**src/design/jobs_pkg.sv**
```systemverilog
// Package for the JSON object byte serializer: opcodes, character codes,
// payload structs and the run descriptor that the front hands to the back.
// No dependencies.
package jobs_pkg;

   localparam int unsigned RUN_MAX     = 7;
   localparam int unsigned QUEUE_DEPTH = 4;
   localparam int unsigned QPTR_W      = $clog2(QUEUE_DEPTH);
   localparam int unsigned QCNT_W      = $clog2(QUEUE_DEPTH + 1);
   localparam int unsigned RCNT_W      = $clog2(RUN_MAX + 1);

   // token opcodes
   localparam logic [2:0] OP_BEGIN_OBJ  = 3'd0;
   localparam logic [2:0] OP_BEGIN_PAIR = 3'd1;
   localparam logic [2:0] OP_KEY_BYTE   = 3'd2;
   localparam logic [2:0] OP_KEY_END    = 3'd3;
   localparam logic [2:0] OP_VALUE_BYTE = 3'd4;
   localparam logic [2:0] OP_VALUE_END  = 3'd5;
   localparam logic [2:0] OP_FINISH     = 3'd6;

   // characters
   localparam logic [7:0] CH_LBRACE = 8'h7b;
   localparam logic [7:0] CH_RBRACE = 8'h7d;
   localparam logic [7:0] CH_LF     = 8'h0a;
   localparam logic [7:0] CH_SPACE  = 8'h20;
   localparam logic [7:0] CH_COMMA  = 8'h2c;
   localparam logic [7:0] CH_COLON  = 8'h3a;
   localparam logic [7:0] CH_QUOTE  = 8'h22;
   localparam logic [7:0] CH_BSLASH = 8'h5c;
   localparam logic [7:0] CH_ZERO   = 8'h30;
   localparam logic [7:0] CH_U      = 8'h75;

   typedef struct packed {
      logic [2:0] opcode;
      logic [7:0] data_byte;
      logic       quoted;
   } req_type;

   typedef struct packed {
      logic [7:0] out_byte;
      logic       last_of_run;
   } rsp_type;

   // one token's worth of output bytes, oldest in slot 0
   typedef struct packed {
      logic [RUN_MAX-1:0][7:0] bytes;
      logic [RCNT_W-1:0]       count;
   } desc_type;

endpackage

```
**src/design/jobs_front.sv**
```systemverilog
// Token front end: holds the layout register and object state, turns each
// accepted token into a run descriptor of up to seven bytes.
// Depends on jobs_pkg.
module jobs_front (
   input  logic              clock,
   input  logic              reset,
   input  logic              csr_write_en,
   input  logic              csr_write_data,
   input  logic              req_push,
   input  jobs_pkg::req_type req_payload,
   input  logic              q_full,
   output logic              q_push,
   output jobs_pkg::desc_type q_desc,
   output logic              req_full
);

   logic indented_ff, indented_in;
   logic has_entries_ff, has_entries_in;
   logic value_quoted_ff, value_quoted_in;
   logic accept;

   function automatic logic [7:0] hex_char(input logic [3:0] nib);
      logic [7:0] code;
      if (nib < 4'd10) begin
         code = 8'h30 + {4'd0, nib};
      end else begin
         code = 8'h57 + {4'd0, nib};
      end
      return code;
   endfunction

   assign req_full = q_full;
   assign accept   = req_push && !q_full;

   always_comb begin
      logic [jobs_pkg::RCNT_W-1:0] n;
      logic [7:0]                  sc;
      logic [7:0]                  c;
      n  = '0;
      sc = '0;
      c  = req_payload.data_byte;
      q_desc          = '0;
      has_entries_in  = has_entries_ff;
      value_quoted_in = value_quoted_ff;
      unique case (req_payload.opcode) inside
         jobs_pkg::OP_BEGIN_OBJ: begin
            q_desc.bytes[n] = jobs_pkg::CH_LBRACE; n = n + 3'd1;
            if (indented_ff) begin
               q_desc.bytes[n] = jobs_pkg::CH_LF; n = n + 3'd1;
            end
            has_entries_in = 1'b0;
         end
         jobs_pkg::OP_BEGIN_PAIR: begin
            if (has_entries_ff) begin
               q_desc.bytes[n] = jobs_pkg::CH_COMMA; n = n + 3'd1;
               q_desc.bytes[n] = indented_ff ? jobs_pkg::CH_LF : jobs_pkg::CH_SPACE;
               n = n + 3'd1;
            end
            if (indented_ff) begin
               for (int i = 0; i < 4; i++) begin
                  q_desc.bytes[n] = jobs_pkg::CH_SPACE; n = n + 3'd1;
               end
            end
            q_desc.bytes[n] = jobs_pkg::CH_QUOTE; n = n + 3'd1;
         end
         jobs_pkg::OP_KEY_BYTE, jobs_pkg::OP_VALUE_BYTE: begin
            unique case (c)
               8'h08:              sc = 8'h62; // b
               8'h0c:              sc = 8'h66; // f
               8'h0a:              sc = 8'h6e; // n
               8'h0d:              sc = 8'h72; // r
               8'h09:              sc = 8'h74; // t
               jobs_pkg::CH_BSLASH: sc = jobs_pkg::CH_BSLASH;
               jobs_pkg::CH_QUOTE:  sc = jobs_pkg::CH_QUOTE;
               default:            sc = '0;
            endcase
            if (sc != 8'h00) begin
               q_desc.bytes[n] = jobs_pkg::CH_BSLASH; n = n + 3'd1;
               q_desc.bytes[n] = sc;                  n = n + 3'd1;
            end else if (c < 8'h20) begin
               // control byte, including zero: \u00XX
               q_desc.bytes[n] = jobs_pkg::CH_BSLASH; n = n + 3'd1;
               q_desc.bytes[n] = jobs_pkg::CH_U;      n = n + 3'd1;
               q_desc.bytes[n] = jobs_pkg::CH_ZERO;   n = n + 3'd1;
               q_desc.bytes[n] = jobs_pkg::CH_ZERO;   n = n + 3'd1;
               q_desc.bytes[n] = hex_char(c[7:4]);    n = n + 3'd1;
               q_desc.bytes[n] = hex_char(c[3:0]);    n = n + 3'd1;
            end else begin
               q_desc.bytes[n] = c; n = n + 3'd1;
            end
         end
         jobs_pkg::OP_KEY_END: begin
            q_desc.bytes[n] = jobs_pkg::CH_QUOTE; n = n + 3'd1;
            q_desc.bytes[n] = jobs_pkg::CH_COLON; n = n + 3'd1;
            q_desc.bytes[n] = jobs_pkg::CH_SPACE; n = n + 3'd1;
            if (req_payload.quoted) begin
               q_desc.bytes[n] = jobs_pkg::CH_QUOTE; n = n + 3'd1;
            end
            value_quoted_in = req_payload.quoted;
         end
         jobs_pkg::OP_VALUE_END: begin
            if (value_quoted_ff) begin
               q_desc.bytes[n] = jobs_pkg::CH_QUOTE; n = n + 3'd1;
            end
            has_entries_in = 1'b1;
         end
         jobs_pkg::OP_FINISH: begin
            q_desc.bytes[n] = indented_ff ? jobs_pkg::CH_LF : jobs_pkg::CH_SPACE;
            n = n + 3'd1;
            q_desc.bytes[n] = jobs_pkg::CH_RBRACE; n = n + 3'd1;
         end
         default: begin
            // unused opcode: no bytes, no state change
         end
      endcase
      q_desc.count = n;
   end

   // tokens that produce nothing never reach the queue
   assign q_push = accept && (q_desc.count != '0);

   assign indented_in = csr_write_en ? csr_write_data : indented_ff;

   always_ff @(posedge clock) begin
      if (reset) begin
         indented_ff     <= 1'b0;
         has_entries_ff  <= 1'b0;
         value_quoted_ff <= 1'b0;
      end else begin
         indented_ff <= indented_in;
         if (accept) begin
            has_entries_ff  <= has_entries_in;
            value_quoted_ff <= value_quoted_in;
         end
      end
   end

endmodule

```
**src/design/jobs_queue.sv**
```systemverilog
// Short descriptor queue between front and back; push and pop may coincide.
// Depends on jobs_pkg.
module jobs_queue (
   input  logic               clock,
   input  logic               reset,
   input  logic               push,
   input  jobs_pkg::desc_type push_desc,
   input  logic               pop,
   output jobs_pkg::desc_type head_desc,
   output logic               full,
   output logic               empty
);

   jobs_pkg::desc_type                entry_ff [jobs_pkg::QUEUE_DEPTH];
   logic [jobs_pkg::QPTR_W-1:0]       wr_ptr_ff, wr_ptr_in;
   logic [jobs_pkg::QPTR_W-1:0]       rd_ptr_ff, rd_ptr_in;
   logic [jobs_pkg::QCNT_W-1:0]       count_ff, count_in;
   logic                              do_push, do_pop;

   assign full      = (count_ff == jobs_pkg::QCNT_W'(jobs_pkg::QUEUE_DEPTH));
   assign empty     = (count_ff == '0);
   assign do_push   = push && !full;
   assign do_pop    = pop && !empty;
   assign head_desc = entry_ff[rd_ptr_ff];

   always_comb begin
      wr_ptr_in = do_push ? wr_ptr_ff + 1'b1 : wr_ptr_ff;
      rd_ptr_in = do_pop  ? rd_ptr_ff + 1'b1 : rd_ptr_ff;
      count_in  = count_ff;
      case ({do_push, do_pop})
         2'b10:   count_in = count_ff + 1'b1;
         2'b01:   count_in = count_ff - 1'b1;
         default: count_in = count_ff;
      endcase
   end

   always_ff @(posedge clock) begin
      if (do_push) begin
         entry_ff[wr_ptr_ff] <= push_desc;
      end
   end

   always_ff @(posedge clock) begin
      if (reset) begin
         wr_ptr_ff <= '0;
         rd_ptr_ff <= '0;
         count_ff  <= '0;
      end else begin
         wr_ptr_ff <= wr_ptr_in;
         rd_ptr_ff <= rd_ptr_in;
         count_ff  <= count_in;
      end
   end

`ifndef ASSERT_OFF
   a_count_bound: assert property (@(posedge clock) disable iff (reset)
      count_ff <= jobs_pkg::QCNT_W'(jobs_pkg::QUEUE_DEPTH))
      else $error("queue count above depth");
   a_ptr_match: assert property (@(posedge clock) disable iff (reset)
      (empty || full) |-> (wr_ptr_ff == rd_ptr_ff))
      else $error("queue pointers disagree with count");
`endif

endmodule

```
**src/design/jobs_back.sv**
```systemverilog
// Byte sequencer: walks the head descriptor one byte per transfer and
// releases it after its last byte. Depends on jobs_pkg.
module jobs_back (
   input  logic               clock,
   input  logic               reset,
   input  jobs_pkg::desc_type head_desc,
   input  logic               q_empty,
   output logic               q_pop,
   input  logic               rsp_pop,
   output logic               rsp_empty,
   output jobs_pkg::rsp_type  rsp_payload
);

   logic [jobs_pkg::RCNT_W-1:0] index_ff, index_in;
   logic                        is_last;
   logic                        xfer;

   assign is_last   = (index_ff == head_desc.count - 1'b1);
   assign rsp_empty = q_empty;
   assign xfer      = rsp_pop && !q_empty;
   assign q_pop     = xfer && is_last;

   assign rsp_payload.out_byte    = head_desc.bytes[index_ff];
   assign rsp_payload.last_of_run = is_last;

   always_comb begin
      index_in = index_ff;
      if (xfer) begin
         index_in = is_last ? '0 : index_ff + 1'b1;
      end
   end

   always_ff @(posedge clock) begin
      if (reset) begin
         index_ff <= '0;
      end else begin
         index_ff <= index_in;
      end
   end

`ifndef ASSERT_OFF
   a_index_in_run: assert property (@(posedge clock) disable iff (reset)
      !q_empty |-> (index_ff < head_desc.count))
      else $error("byte index past end of run");
   a_idle_index: assert property (@(posedge clock) disable iff (reset)
      q_empty |-> (index_ff == '0))
      else $error("byte index not rewound while queue empty");
`endif

endmodule

```
**src/design/json_object_byte_serializer_top.sv**
```systemverilog
// Top level of the JSON object byte serializer: front end, descriptor queue
// and byte sequencer. Depends on jobs_pkg, jobs_front, jobs_queue, jobs_back.
//
//  channel | ports                              | direction | transfer when
//  --------+------------------------------------+-----------+---------------------
//  request | req_push, req_full, req_payload    | in        | req_push && !req_full
//  result  | rsp_pop, rsp_empty, rsp_payload    | out       | rsp_pop && !rsp_empty
//  config  | csr_write_en, csr_write_data       | in        | csr_write_en
//
// One token is taken per cycle while the descriptor queue (four runs) has room;
// each token is classified and escaped in that same cycle.
// The back end gives one byte per cycle while popped, so a token of N bytes
// (1 to 7) takes N pops; sustained rate is bounded by that byte sequencer.
// First byte of a run can be popped the cycle after its token is taken.
// Reset is synchronous and clears layout, object state and the queue.
// A stalled result side fills the queue and then raises req_full.
module json_object_byte_serializer_top (
   input  logic              clock,
   input  logic              reset,
   input  logic              csr_write_en,
   input  logic              csr_write_data,
   input  logic              req_push,
   input  jobs_pkg::req_type req_payload,
   output logic              req_full,
   input  logic              rsp_pop,
   output logic              rsp_empty,
   output jobs_pkg::rsp_type rsp_payload
);

   jobs_pkg::desc_type push_desc;
   jobs_pkg::desc_type head_desc;
   logic               q_push, q_pop, q_full, q_empty;

   // classify tokens and build runs
   jobs_front u_front (
      .clock          (clock),
      .reset          (reset),
      .csr_write_en   (csr_write_en),
      .csr_write_data (csr_write_data),
      .req_push       (req_push),
      .req_payload    (req_payload),
      .q_full         (q_full),
      .q_push         (q_push),
      .q_desc         (push_desc),
      .req_full       (req_full)
   );

   // decouples the token side from byte output
   jobs_queue u_queue (
      .clock     (clock),
      .reset     (reset),
      .push      (q_push),
      .push_desc (push_desc),
      .pop       (q_pop),
      .head_desc (head_desc),
      .full      (q_full),
      .empty     (q_empty)
   );

   // emit runs byte by byte
   jobs_back u_back (
      .clock       (clock),
      .reset       (reset),
      .head_desc   (head_desc),
      .q_empty     (q_empty),
      .q_pop       (q_pop),
      .rsp_pop     (rsp_pop),
      .rsp_empty   (rsp_empty),
      .rsp_payload (rsp_payload)
   );

endmodule

```
**config.mk**
```make
export PLATFORM = sky130hd
export DESIGN_NAME = json_object_byte_serializer_top
export DESIGN_NICKNAME = d
export VERILOG_FILES = /design/src/design/jobs_pkg.sv /design/src/design/jobs_front.sv /design/src/design/jobs_queue.sv /design/src/design/jobs_back.sv /design/src/design/json_object_byte_serializer_top.sv
export SDC_FILE = /design/constraint.sdc
export NUM_CORES = 1
export LEC_CHECK = 0
export BUFFER_PORTS_ARGS = -buffer_cell sky130_fd_sc_hd__buf_2
export CAP_MARGIN = 5
export CORE_MARGIN = 4
export CORE_UTILIZATION = 35
export CTS_CLUSTER_DIAMETER = 200
export CTS_CLUSTER_SIZE = 24
export DETAILED_ROUTE_END_ITERATION = 16
export GPL_ROUTABILITY_DRIVEN = 0
export PLACE_DENSITY = 0.57
export SLEW_MARGIN = 20
export SYNTH_ARGS = -nofsm -noshare
export SYNTH_HDL_FRONTEND = slang
export SYNTH_SLANG_ARGS = --single-unit
```
**constraint.sdc**
```tcl
create_clock -name clock -period 6.95 [get_ports clock]
set_input_delay 0.3475 -clock clock [delete_from_list [all_inputs] [get_ports clock]]
set_output_delay 0.3475 -clock clock [all_outputs]
set_load 0.005 [all_outputs]
```
# == Word-level counts from Yosys, hierarchy flattened ==
# Memories as Yosys holds them, arrays and structs flattened. A register that Yosys moved wholly into a read port is not among the register bits.
# Index checks and enable logic that the tools add are counted.
# word_totals
elab_cells,141
output_inout_bits,11
n_memories,1
inputBits,18
reg_bits,13
ram_bits,236
# op_classes
bitwise,15
mux,50
reduce_logical,22
n_addsub,15
eq_ne,17
n_lt_le_gt_ge,14
# memory_table
name,depth,width,rd,rd_clocked_by_memory_dff,write_ports,line_no,source
u_queue.entry_ff,4,59,1,1,1,jobs_queue.sv:14,jobs_pkg::desc_type entry_ff [jobs_pkg::QUEUE_DEPTH];
# ops
cell,n
49-bit inverter,4
49-bit AND,3
8-bit demux with 3-bit select,5
56-bit 2-to-1 mux,2
8-bit 2-to-1 mux,11
14-bit by 49-bit AND with 49-bit output,1
7-bit case mux with 7 select lines,1
16-bit 2-to-1 mux,3
16-bit case mux with 3 select lines,1
8-bit case mux with 6 select lines,1
42-bit AND,1
42-bit inverter,1
8-bit by 4-bit equality test with 1-bit output (second input constant),5
40-bit 2-to-1 mux,1
8-bit case mux with 5 select lines,1
32-bit 2-to-1 mux,1
16-bit case mux with 2 select lines,1
8-bit binary-select mux with 3-bit select,1
3-bit by 4-bit less-than comparator with 1-bit output (second input constant),6
3-bit by 1-bit adder with 3-bit output (second input constant),7
3-bit 2-to-1 mux,7
7-bit bitwise OR,3
6-bit 2-to-1 mux,3
3-bit case mux with 6 select lines,1
other kinds (30),62

# == Longest topological paths before layout ==
# Gate-level depths: netlist of run 1.
# depth
ltp_word,15
mapped_depth,15
depth_no_buf,12

# == Modules after synthesis ==
# A second synthesis of run 1 with hierarchy kept.
# hier_totals
cells_unflattened,628
area_unflattened_um2,10980.5
# by_module_without_submodules
module,seq_area_each_um2,cells_per_inst,n_inst,area_per_inst_um2
jobs_queue,7267.0,363,1,8997.4
jobs_front,60.1,187,1,1256.2
jobs_back,60.1,78,1,726.9

# == Worst setup path after synthesis of run 1 ==
# OpenSTA, ideal clock, no wires.
# synth_timing
path_kind,reg-to-reg
startpoint,register (tool-made name)
endpoint,register u_queue.count_ff[2] (netlist bit)
stages_incl_launch_ff,16
period_less_slack_ns,3.445
n_path_buf,3
setup_time_ns,0.070
slack_ns,3.505
required_time_ns,6.880
arrival_ns,3.375
cell_sequence,dfxtp_1 > buf_6 > buf_6 > buf_4 > mux4_2 > inv_1 > ha_1 > xnor2_1 > xnor2_1 > nor3_2 > ha_1 > inv_1 > fa_1 > xor2_1 > or3_1 > a21oi_1
# synth_rtl
item,line_no,source
to (signal assigned),jobs_queue.sv:51,count_ff <= count_in;
to (decl),jobs_queue.sv:17,"logic [jobs_pkg::QCNT_W-1:0] count_ff, count_in;"

==> impl_metrics.tcl, run 1 <==
set metrics [dict create \
    synth_top_area_share_pct 60.8 \
    rr_worst_depth 13 \
    drt_pass1_iterations 5 \
    cts_setup_buffers 0 \
    fin_tns_setup_ns 0 \
    hold_path_class "primary input to flop" \
    hold_viol_final 0 \
    synth_cells 480 \
    timing.final.crit_share_pct 58.5 \
    area_growth_pct 13.6 \
    grt_pass1_wl_um 24000 \
    r2r_end "u_queue.count_ff[2]$_SDFFE_PP0P_" \
    min_to "u_front.indented_ff$_SDFFE_PP0P_" \
    synth_seq_cells 167 \
    cts.path.max_buffers 2 \
    holdWs_ns 0.190 \
    synthTopCellsByArea "edfxtp_1 (61%), mux4_2 (11%), dfxtp_1 (4.0%), ha_1 (3.0%), nor2_1 (1.8%)" \
    postPlaceCellArea_um2 7920 \
    worstSetupPathType "flop to flop" \
    die_area_um2 23900 \
    drive_gt1_share_pct 21.4 \
    die_w_um 154 \
    root_buffer "clkbuf_16" \
    powerDensity_nw_per_um2 274 \
    max_freq_ghz 0.246 \
    crit_path_cell_trace "buf_4 -> mux4_2 -> inv_1 -> ha_1 -> xor2_1 -> nand2_1 -> nor3_2 -> ha_1 -> inv_1 -> fa_1 -> xor2_1 -> or3_1 -> a21oi_1" \
    leakagePower_nw 2.94 \
    grt_overflow 0 \
    arrival_ns 4.42 \
    irDropWorstVdd_v 0.000122 \
    min-delay-start "csr_write_data" \
    detail_route.wirelength_um 15100 \
    maxCapViolations 0 \
    cts.sinks 167 \
    row_count 53 \
    drt_iter0_drc 337 \
    slew_violations 0 \
    coreArea_um2 21100 \
    ys_seq_area_share_pct 64.8 \
    critPathMaxFanout 24 \
    hold_buffers 0 \
    cts_tree "yes" \
    grt_pass1_vias 4240 \
    period_needed_ns 4.06 \
    yosys_warnings 0 \
    antenna_found_initial 0 \
    r2r_slack_ns 2.89 \
    critPathRequiredTime_ns 7.30 \
    yosys.area.top_type "edfxtp_1" \
    dp_hpwl_um 9610 \
    grt_max_degree 39 \
    detail_route.vias_per_cell 5.19 \
    nets 548 \
    endpoint_kind "flop" \
    n_antenna_cell 0 \
    ant_nets 0 \
    drc_errors 0 \
    vias 4146 \
    grt_usage_pct 13.2 \
    worstSetupStartpointType "flop" \
    fin_worst_skew_ns 0.00964 \
    status "finished, final reports clean" \
    syn_area_per_cell_um2 15.6 \
    setup_viol 0 \
    min_path_cells 3 \
    rsz0062_at_grt "false" \
    htreeDepth 4 \
    tightest_slew_ns 1.06 \
    die_h_um 154 \
    syn_area_um2 7510 \
    cts_buffers 17 \
    synth.distinct_cells 50 \
    clk_latency_ns 0.42 \
    final_area_um2 8530 \
    ctsResizeCount 0 \
    clkTransAtPathRegs_ns 0.06 \
    start_util_pct 35.6 \
    max_stage_delay_ns 0.70 \
    wl_per_cell_um 18.9 \
    io_buffers 28 \
    slowest_stage "dfxtp_2" \
    io_pins 29 \
    slew_headroom_pct 29.6 \
]
==> cell usage in the layout, fill, tap and decap left out, types with 4 or more instances in the layout <==
master | netlist | final
inv_1 | 20 | 20
mux2i_1 | 10 | 10
buf_2 | 6 | 28
ha_1 | 18 | 18
xnor2_1 | 7 | 7
clkbuf_16 | 0 | 17
o22ai_1 | 4 | 4
nor2b_1 | 8 | 8
nand2b_1 | 5 | 5
a21o_1 | 5 | 5
mux4_2 | 38 | 38
dfxtp_1 | 15 | 13
nand3_1 | 6 | 6
o31a_1 | 4 | 4
nand2_1 | 16 | 16
o211ai_1 | 4 | 4
mux4_1 | 4 | 4
or3_1 | 4 | 4
conb_1 | 1 | 12
and3_2 | 0 | 4
clkinv_4 | 0 | 5
o21ai_0 | 18 | 18
nor3_1 | 5 | 5
nor2_1 | 37 | 37
edfxtp_1 | 152 | 152
a21oi_1 | 25 | 25
==> metal layers <==
layer  track usage [%]  vias up  wire length [um]
met5                 0        -                 0
met4              3.70        0               186
met3              3.36       11               715
met2              20.7      112              7130
met1              18.5     2106              7050
li1                  -     1917                 -
==> state kept, by name, indices dropped and copies added (netlist names), named ones only <==
signal / count
u_back.index_ff: 3
u_front.has_entries_ff: 1
u_front.indented_ff: 1
u_front.value_quoted_ff: 1
u_queue.count_ff: 3
u_queue.entry_ff: 152
u_queue.rd_ptr_ff: 2
u_queue.wr_ptr_ff: 2
==> critical path, delay by kind of cell, from the launching register on <==
kind	cells	cell delay [ns]
adder cells (fa/ha/maj)	3	0.88
AND/OR/NAND/NOR	3	0.64
multiplexers	1	0.61
XOR/XNOR	2	0.34
buffers and inverters	3	0.67
AO/OA/AOI/OAI	1	0.14
flip-flops	1	0.70
==> cell type report <==
| class | count | area, um2 |
|---|---|---|
| Clock buffer | 18 | 429 |
| Clock inverter | 14 | 188 |
| Fill cell | 1943 | 12600 |
| Inverter | 20 | 75.1 |
| Multi-Input combinational cell | 275 | 2470 |
| Sequential cell | 167 | 4870 |
| Tap cell | 275 | 344 |
| Timing Repair Buffer | 30 | 155 |
==> cell families after synthesis <==
kind of cell / Yosys count / synth area share (%)
XOR/XNOR: 11 / 1.38
AND/OR/NAND/NOR: 110 / 7.75
other: 1 / 0.0499
adder cells (fa/ha/maj): 19 / 3.27
AO/OA/AOI/OAI: 71 / 5.76
flip-flops: 167 / 64.8
buffers and inverters: 49 / 2.90
multiplexers: 52 / 14.1
==> power by group <==
group / internal, mW / switching (mW)
clock: 0.576 / 0.397
sequential: 1.14 / 0.0163
combinational: 0.0868 / 0.121
total: 1.80 / 0.534
==> cells in the mapped netlist (all sizes together) <==
library cell,n
edfxtp,152
mux4,42
nor2,37
a21oi,25
inv,20
clkbuf,18
ha,18
o21ai,18
nand2,16
dfxtp,15
buf,11
mux2i,10
nor2b,8
xnor2,8
nor3,7
and3,6
nand3,6
a21o,5
nand2b,5
o211ai,4
o22ai,4
o31a,4
or3,4
a211oi,3
and2,3
nand4,3
nor4b,3
xor2,3
a221oi,2
nand3b,2
nor3b,2
o31ai,2
or2,2
a32o,1
and4b,1
and4bb,1
conb,1
fa,1
nand4b,1
nor4,1
o21bai,1
o221ai,1
o2bb2ai,1
or3b,1
or4,1
==> how the worst max path moves through the flow <==
stage	slack, ns	depth (start not counted)	start	endpoint
6_report	2.89	13	flop	u_queue.count_ff[2]$_SDFFE_PP0P_
5_1_grt	2.53	13	flop	u_queue.count_ff[2]$_SDFFE_PP0P_
4_1_cts	2.76	13	flop	u_queue.count_ff[2]$_SDFFE_PP0P_
3_5_place_dp	2.77	13	flop	u_queue.count_ff[2]$_SDFFE_PP0P_
3_3_place_gp	2.89	13	flop	u_queue.count_ff[2]$_SDFFE_PP0P_
2_1_floorplan	3.50	15	flop	u_queue.count_ff[2]$_SDFFE_PP0P_
==> metrics by stage <==
step	std cells	setup WS, ns	utilization [%]	total power, mW
after floorplan	491	3.50	-	1.32
after global placement	767	2.89	37.5	1.38
after detailed placement	767	2.77	37.5	1.39
after CTS	799	2.76	40.5	2.35
after global routing	799	2.53	40.5	2.42
final	799	2.89	40.5	2.34
Note: power is estimated with default switching activity, not from simulation.
==> run 2, diff against run 1 <==
Settings changed: PLACE_DENSITY 0.57 to 0.59.
Clock period 6.95 ns to 3.45 ns, I/O delays scaled along.
==> run 2 against run 1 <==
Compared with the run above:
- die area stayed put
- count of clock-buffer cells in the layout stayed put
- utilization is 0.26 points higher
- fmax is 28% higher
- flip-flop and latch count stayed put
- register-to-register slack worse by 2.6 ns
- sequential share of layout area is 0.36 points lower
- clock skew is 0.0014 ns higher
- non-clock buffer count is 14 higher
- critical endpoint unchanged
- highest routed layer unchanged
==> impl_metrics.tcl, run 2 (synthesis results as in run 1) <==
set metrics [dict create \
    status "finished, final reports clean" \
    die_w_um 154 \
    timing.final.crit_share_pct 92.3 \
    nets 562 \
    die_h_um 154 \
    top_regs "u_queue.entry_ff x152, u_back.index_ff x3, u_queue.count_ff x3" \
    setup_viol 0 \
    hold_path_class "primary input to flop" \
    htreeDepth 4 \
    detail_route.vias_per_cell 5.20 \
    largest_reg_flops 152 \
    critPathRequiredTime_ns 3.80 \
    final_cell_mix "edfxtp_1 (152), mux4_2 (38), nor2_1 (37), buf_2 (28), a21oi_1 (25)" \
    row_count 53 \
    powerDensity_nw_per_um2 529 \
    antenna_found_initial 0 \
    irDropWorstVdd_v 0.000250 \
    max_freq_ghz 0.314 \
    final_util_pct 40.7 \
    drc_errors 0 \
    grt_overflow 0 \
    start_util_pct 35.6 \
    die_area_um2 23900 \
    dp.cells 780 \
    final_common_cell "edfxtp_1" \
    clkTransAtPathRegs_ns 0.07 \
    holdWs_ns 0.0143 \
    coreArea_um2 21100 \
    grt_pass1_vias 4370 \
    drt_iter0_drc 289 \
    clk_latency_ns 0.42 \
    critPathMaxFanout 5 \
    pre_cts_ws_ns 0.285 \
    setup_ws_ns 0.264 \
    postPlaceCellArea_um2 8010 \
    cts.path.max_buffers 2 \
    stdcell_count 813 \
    grt_usage_pct 13.3 \
    cts_tree "yes" \
    grt_max_degree 39 \
    hold_viol_final 0 \
    cp-endpoint "u_queue.count_ff[2]$_SDFFE_PP0P_" \
    r2r_slack_ns 0.26 \
    cts_buffers 17 \
    r2r_end "u_queue.count_ff[2]$_SDFFE_PP0P_" \
    vias 4226 \
    ant_nets 0 \
    io_pins 29 \
    grt_pass1_wl_um 24200 \
    endpoint_kind "flop" \
    arrival_ns 3.53 \
    top_register "u_queue.entry_ff" \
    cts.sinks 167 \
    worstSetupPathType "flop to flop" \
    fin_worst_skew_ns 0.0111 \
    root_buffer "clkbuf_16" \
    final_area_um2 8590 \
    drive_gt1_share_pct 23.2 \
    period_needed_ns 3.19 \
    fin_tns_setup_ns 0 \
    worstSetupStartpointType "flop" \
    dp_hpwl_um 9990 \
    detail_route.wirelength_um 15200 \
    rr_worst_depth 12 \
    leakagePower_nw 2.98 \
    io_buffers 28 \
    area_growth_pct 14.3 \
    maxCapViolations 0 \
    fin_total_pwr_mw 4.54 \
    n_fill_cell 1948 \
    slew_violations 0 \
    rsz0062_at_grt "false" \
    tightest_slew_ns 0.764 \
    slew_headroom_pct 48.4 \
    n_antenna_cell 0 \
    drt_pass1_iterations 4 \
    wl_per_cell_um 18.7 \
]
run 2: changes by cell type in the layout (fill, tap and decap cells not counted), sizes merged:
cell,change
bufinv,-3
clkinvlp,+3
buf,+13
dlygate4sd3,+1
clkinv,-5
inv,+5
run 2: per-layer routing:
| metal | GRT usage, % | part of all wire, % | vias to the layer above |
|---|---|---|---|
| met1 | 18.0 | 45 | 2150 |
| met5 | 0 | 0 | - |
| met2 | 21.6 | 48 | 113 |
| li1 | - | - | 1947 |
| met4 | 4.29 | 1.4 | 0 |
| met3 | 2.97 | 5.3 | 16 |
run 2: power breakdown:
group	switching, mW	internal [mW]
sequential	0.0289	2.30
combinational	0.249	0.181
clock	0.827	0.957
total	1.11	3.43
run 2: repair_timing:
action	in CTS	in global routing
buffers inserted	0	0
resized for setup	0	0
hold endpoints to repair	1	0
setup endpoints to repair	0	0
hold buffers	1	0
run 2: cell type report:
class | instances | area, um2 | area share, %
clock buffer | 18 | 429 | 5.00
inverter | 20 | 75.1 | 0.874
tap | 275 | 344 | 4.01
multi-input combinational | 275 | 2470 | 28.8
clock inverter | 14 | 134 | 1.56
sequential | 167 | 4870 | 56.7
timing repair buffer | 44 | 263 | 3.06
run 2: worst min path at each step:
stage / to / start / cells past startpoint / slack, ns
after floorplan: u_back.index_ff[0]$_SDFFE_PP0P_ / reset / 1 / 0.24
after global placement: u_front.indented_ff$_SDFFE_PP0P_ / csr_write_data / 3 / 0.43
after detailed placement: u_front.indented_ff$_SDFFE_PP0P_ / csr_write_data / 3 / 0.44
after CTS: u_front.indented_ff$_SDFFE_PP0P_ / csr_write_en / 3 / 0.001
after global routing: u_front.indented_ff$_SDFFE_PP0P_ / csr_write_en / 3 / 0.006
final: u_front.indented_ff$_SDFFE_PP0P_ / csr_write_en / 3 / 0.01
run 2: worst max-delay path: stages, from the launching register on:
cell     delay (ns)
dfxtp_2        0.40
mux4_2         0.56
inv_1          0.08
ha_1           0.23
xor2_1         0.19
nand2_1        0.11
nor3_2         0.24
ha_1           0.23
inv_1          0.06
fa_1           0.43
xor2_1         0.15
or3_1          0.30
a21oi_1        0.14
==> run 3, diff against run 2 <==
Settings changed: PLACE_DENSITY 0.59 to 0.53.
==> run 3 against run 2 <==
Compared with the run above:
- fmax rose by 2.0%
- die area did not move
- global-route usage rose by 0.37 points
- design area fell by 0.10%
- register-to-register slack improved by 0.06 ns
- critical endpoint unchanged
==> impl_metrics.tcl, run 3 (synthesis results as in run 1) <==
set metrics [dict create \
    endpoint_kind "flop" \
    largest_reg_flops 152 \
    powerDensity_nw_per_um2 524 \
    cts.sinks 167 \
    clkTransAtPathRegs_ns 0.07 \
    root_buffer "clkbuf_16" \
    clk_latency_ns 0.42 \
    area_growth_pct 14.2 \
    drt_iter0_drc 274 \
    io_pins 29 \
    drt_pass1_iterations 5 \
    die_h_um 154 \
    cts_setup_buffers 0 \
    n_fill_cell 1946 \
    cts_tree "yes" \
    max_freq_ghz 0.320 \
    slowest_stage "mux4_2" \
    grt_overflow 0 \
    nets 561 \
    cts_buffers 17 \
    dp.cells 779 \
    die_w_um 154 \
    critPathMaxFanout 4 \
    slew_headroom_pct 43.2 \
    cp-endpoint "u_queue.count_ff[2]$_SDFFE_PP0P_" \
    n_antenna_cell 0 \
    r2r_slack_ns 0.33 \
    coreArea_um2 21100 \
    irDropWorstVdd_v 0.000260 \
    row_count 53 \
    htreeDepth 4 \
    final_common_cell "edfxtp_1" \
    cts.path.max_buffers 2 \
    slew_violations 0 \
    setup_viol 0 \
    grt_pass1_vias 4252 \
    cp.depth 12 \
    timing.final.crit_share_pct 90.5 \
    grt_usage_pct 13.7 \
    r2r_end "u_queue.count_ff[2]$_SDFFE_PP0P_" \
    antenna_found_initial 0 \
    top_register "u_queue.entry_ff" \
    rr_worst_depth 12 \
    arrival_ns 3.47 \
    crit_path_cell_trace "mux4_2 -> inv_1 -> ha_1 -> xor2_1 -> nand2_1 -> nor3_2 -> ha_1 -> inv_1 -> fa_1 -> xor2_1 -> or3_1 -> a21oi_1" \
    period_needed_ns 3.12 \
    worstSetupStartpointType "flop" \
    cp_num_buf_inv 2 \
    crit_family "adder cells" \
    vias 4129 \
    detail_route.wirelength_um 15700 \
    drive_gt1_share_pct 22.9 \
    grt_pass1_wl_um 24700 \
    critPathRequiredTime_ns 3.80 \
    ant_nets 0 \
    tightest_slew_ns 0.840 \
    status "finished, final reports clean" \
    hold_viol_final 0 \
    wl_per_cell_um 19.4 \
    grt_max_degree 39 \
    drc_errors 0 \
    hold_path_class "primary input to flop" \
    max_stage_delay_ns 0.56 \
    fin_worst_skew_ns 0.00708 \
    top_regs "u_queue.entry_ff x152, u_back.index_ff x3, u_queue.count_ff x3" \
    final_util_pct 40.7 \
    start_util_pct 35.6 \
    fin_tns_setup_ns 0 \
    final_cell_mix "edfxtp_1 (152), mux4_2 (38), nor2_1 (37), buf_2 (28), a21oi_1 (25)" \
    detail_route.vias_per_cell 5.08 \
    stdcell_count 812 \
    leakagePower_nw 2.96 \
    rsz0062_at_grt "false" \
    maxCapViolations 0 \
    worstSetupPathType "flop to flop" \
    io_buffers 28 \
    die_area_um2 23900 \
    dp_hpwl_um 10400 \
]
[run 3: cell count changes in the layout (fill, tap and decap cells not counted), sizes merged]
cell and change:
clkinvlp +2, buf -1, clkinv +2, inv -4
[run 3: metrics by stage]
stage	instance area (um2)	setup WS [ns]	power, mW	hold slack, ns
floorplan	7550	0.00499	2.66	0.242
global placement	8020	0.303	2.80	0.424
detailed placement	8020	0.263	2.81	0.416
CTS	8570	0.224	4.54	0.00251
global route	8580	0.0622	4.68	0.0465
finish	8580	0.327	4.49	0.0262
[run 3: worst min-delay path by stage]
| stage | to | slack (ns) | from | cells past startpoint |
|---|---|---|---|---|
| finish | u_front.indented_ff$_SDFFE_PP0P_ | 0.03 | csr_write_en | 3 |
| global route | u_front.indented_ff$_SDFFE_PP0P_ | 0.05 | csr_write_en | 3 |
| CTS | u_front.indented_ff$_SDFFE_PP0P_ | 0.003 | csr_write_en | 3 |
| detailed placement | u_front.indented_ff$_SDFFE_PP0P_ | 0.42 | csr_write_data | 3 |
| global placement | u_front.indented_ff$_SDFFE_PP0P_ | 0.42 | csr_write_data | 3 |
| floorplan | u_back.index_ff[0]$_SDFFE_PP0P_ | 0.24 | reset | 1 |
[run 3: where the power goes]
group / internal, mW / switching, mW / total, mW
Sequential: 2.30 / 0.0287 / 2.33
Combinational: 0.182 / 0.253 / 0.435
Clock: 0.938 / 0.794 / 1.73
Total: 3.42 / 1.08 / 4.49
[run 3: repair_timing]
action | 4_1_cts | 5_1_grt
gates resized for setup | 0 | 1
hold endpoints to repair | 1 | 0
hold buffers | 1 | 0
endpoints found under the setup margin | 0 | 1
[run 3: metal layers]
| metal | global-route usage, % | wire length [um] | vias up |
|---|---|---|---|
| met5 | 0 | 0 | - |
| met4 | 4.16 | 141 | 0 |
| met3 | 2.49 | 706 | 6 |
| met2 | 21.9 | 7720 | 86 |
| met1 | 19.2 | 7150 | 2098 |
| li1 | - | - | 1939 |
[run 3: cell type report]
class                      count  area, um2  share of cell area (%)
tap                          275        344                    4.01
sequential                   167       4870                    56.7
inverter                      20       75.1                   0.875
multi-input combinational    275       2470                    28.9
clock inverter                14        116                    1.36
timing repair buffer          43        272                    3.17
clock buffer                  18        429                    5.00
[run 3: worst min-delay path, cell delays in order]
cell     delay (ns)
buf_2          0.09
mux2i_1        0.06
nor2_1         0.08
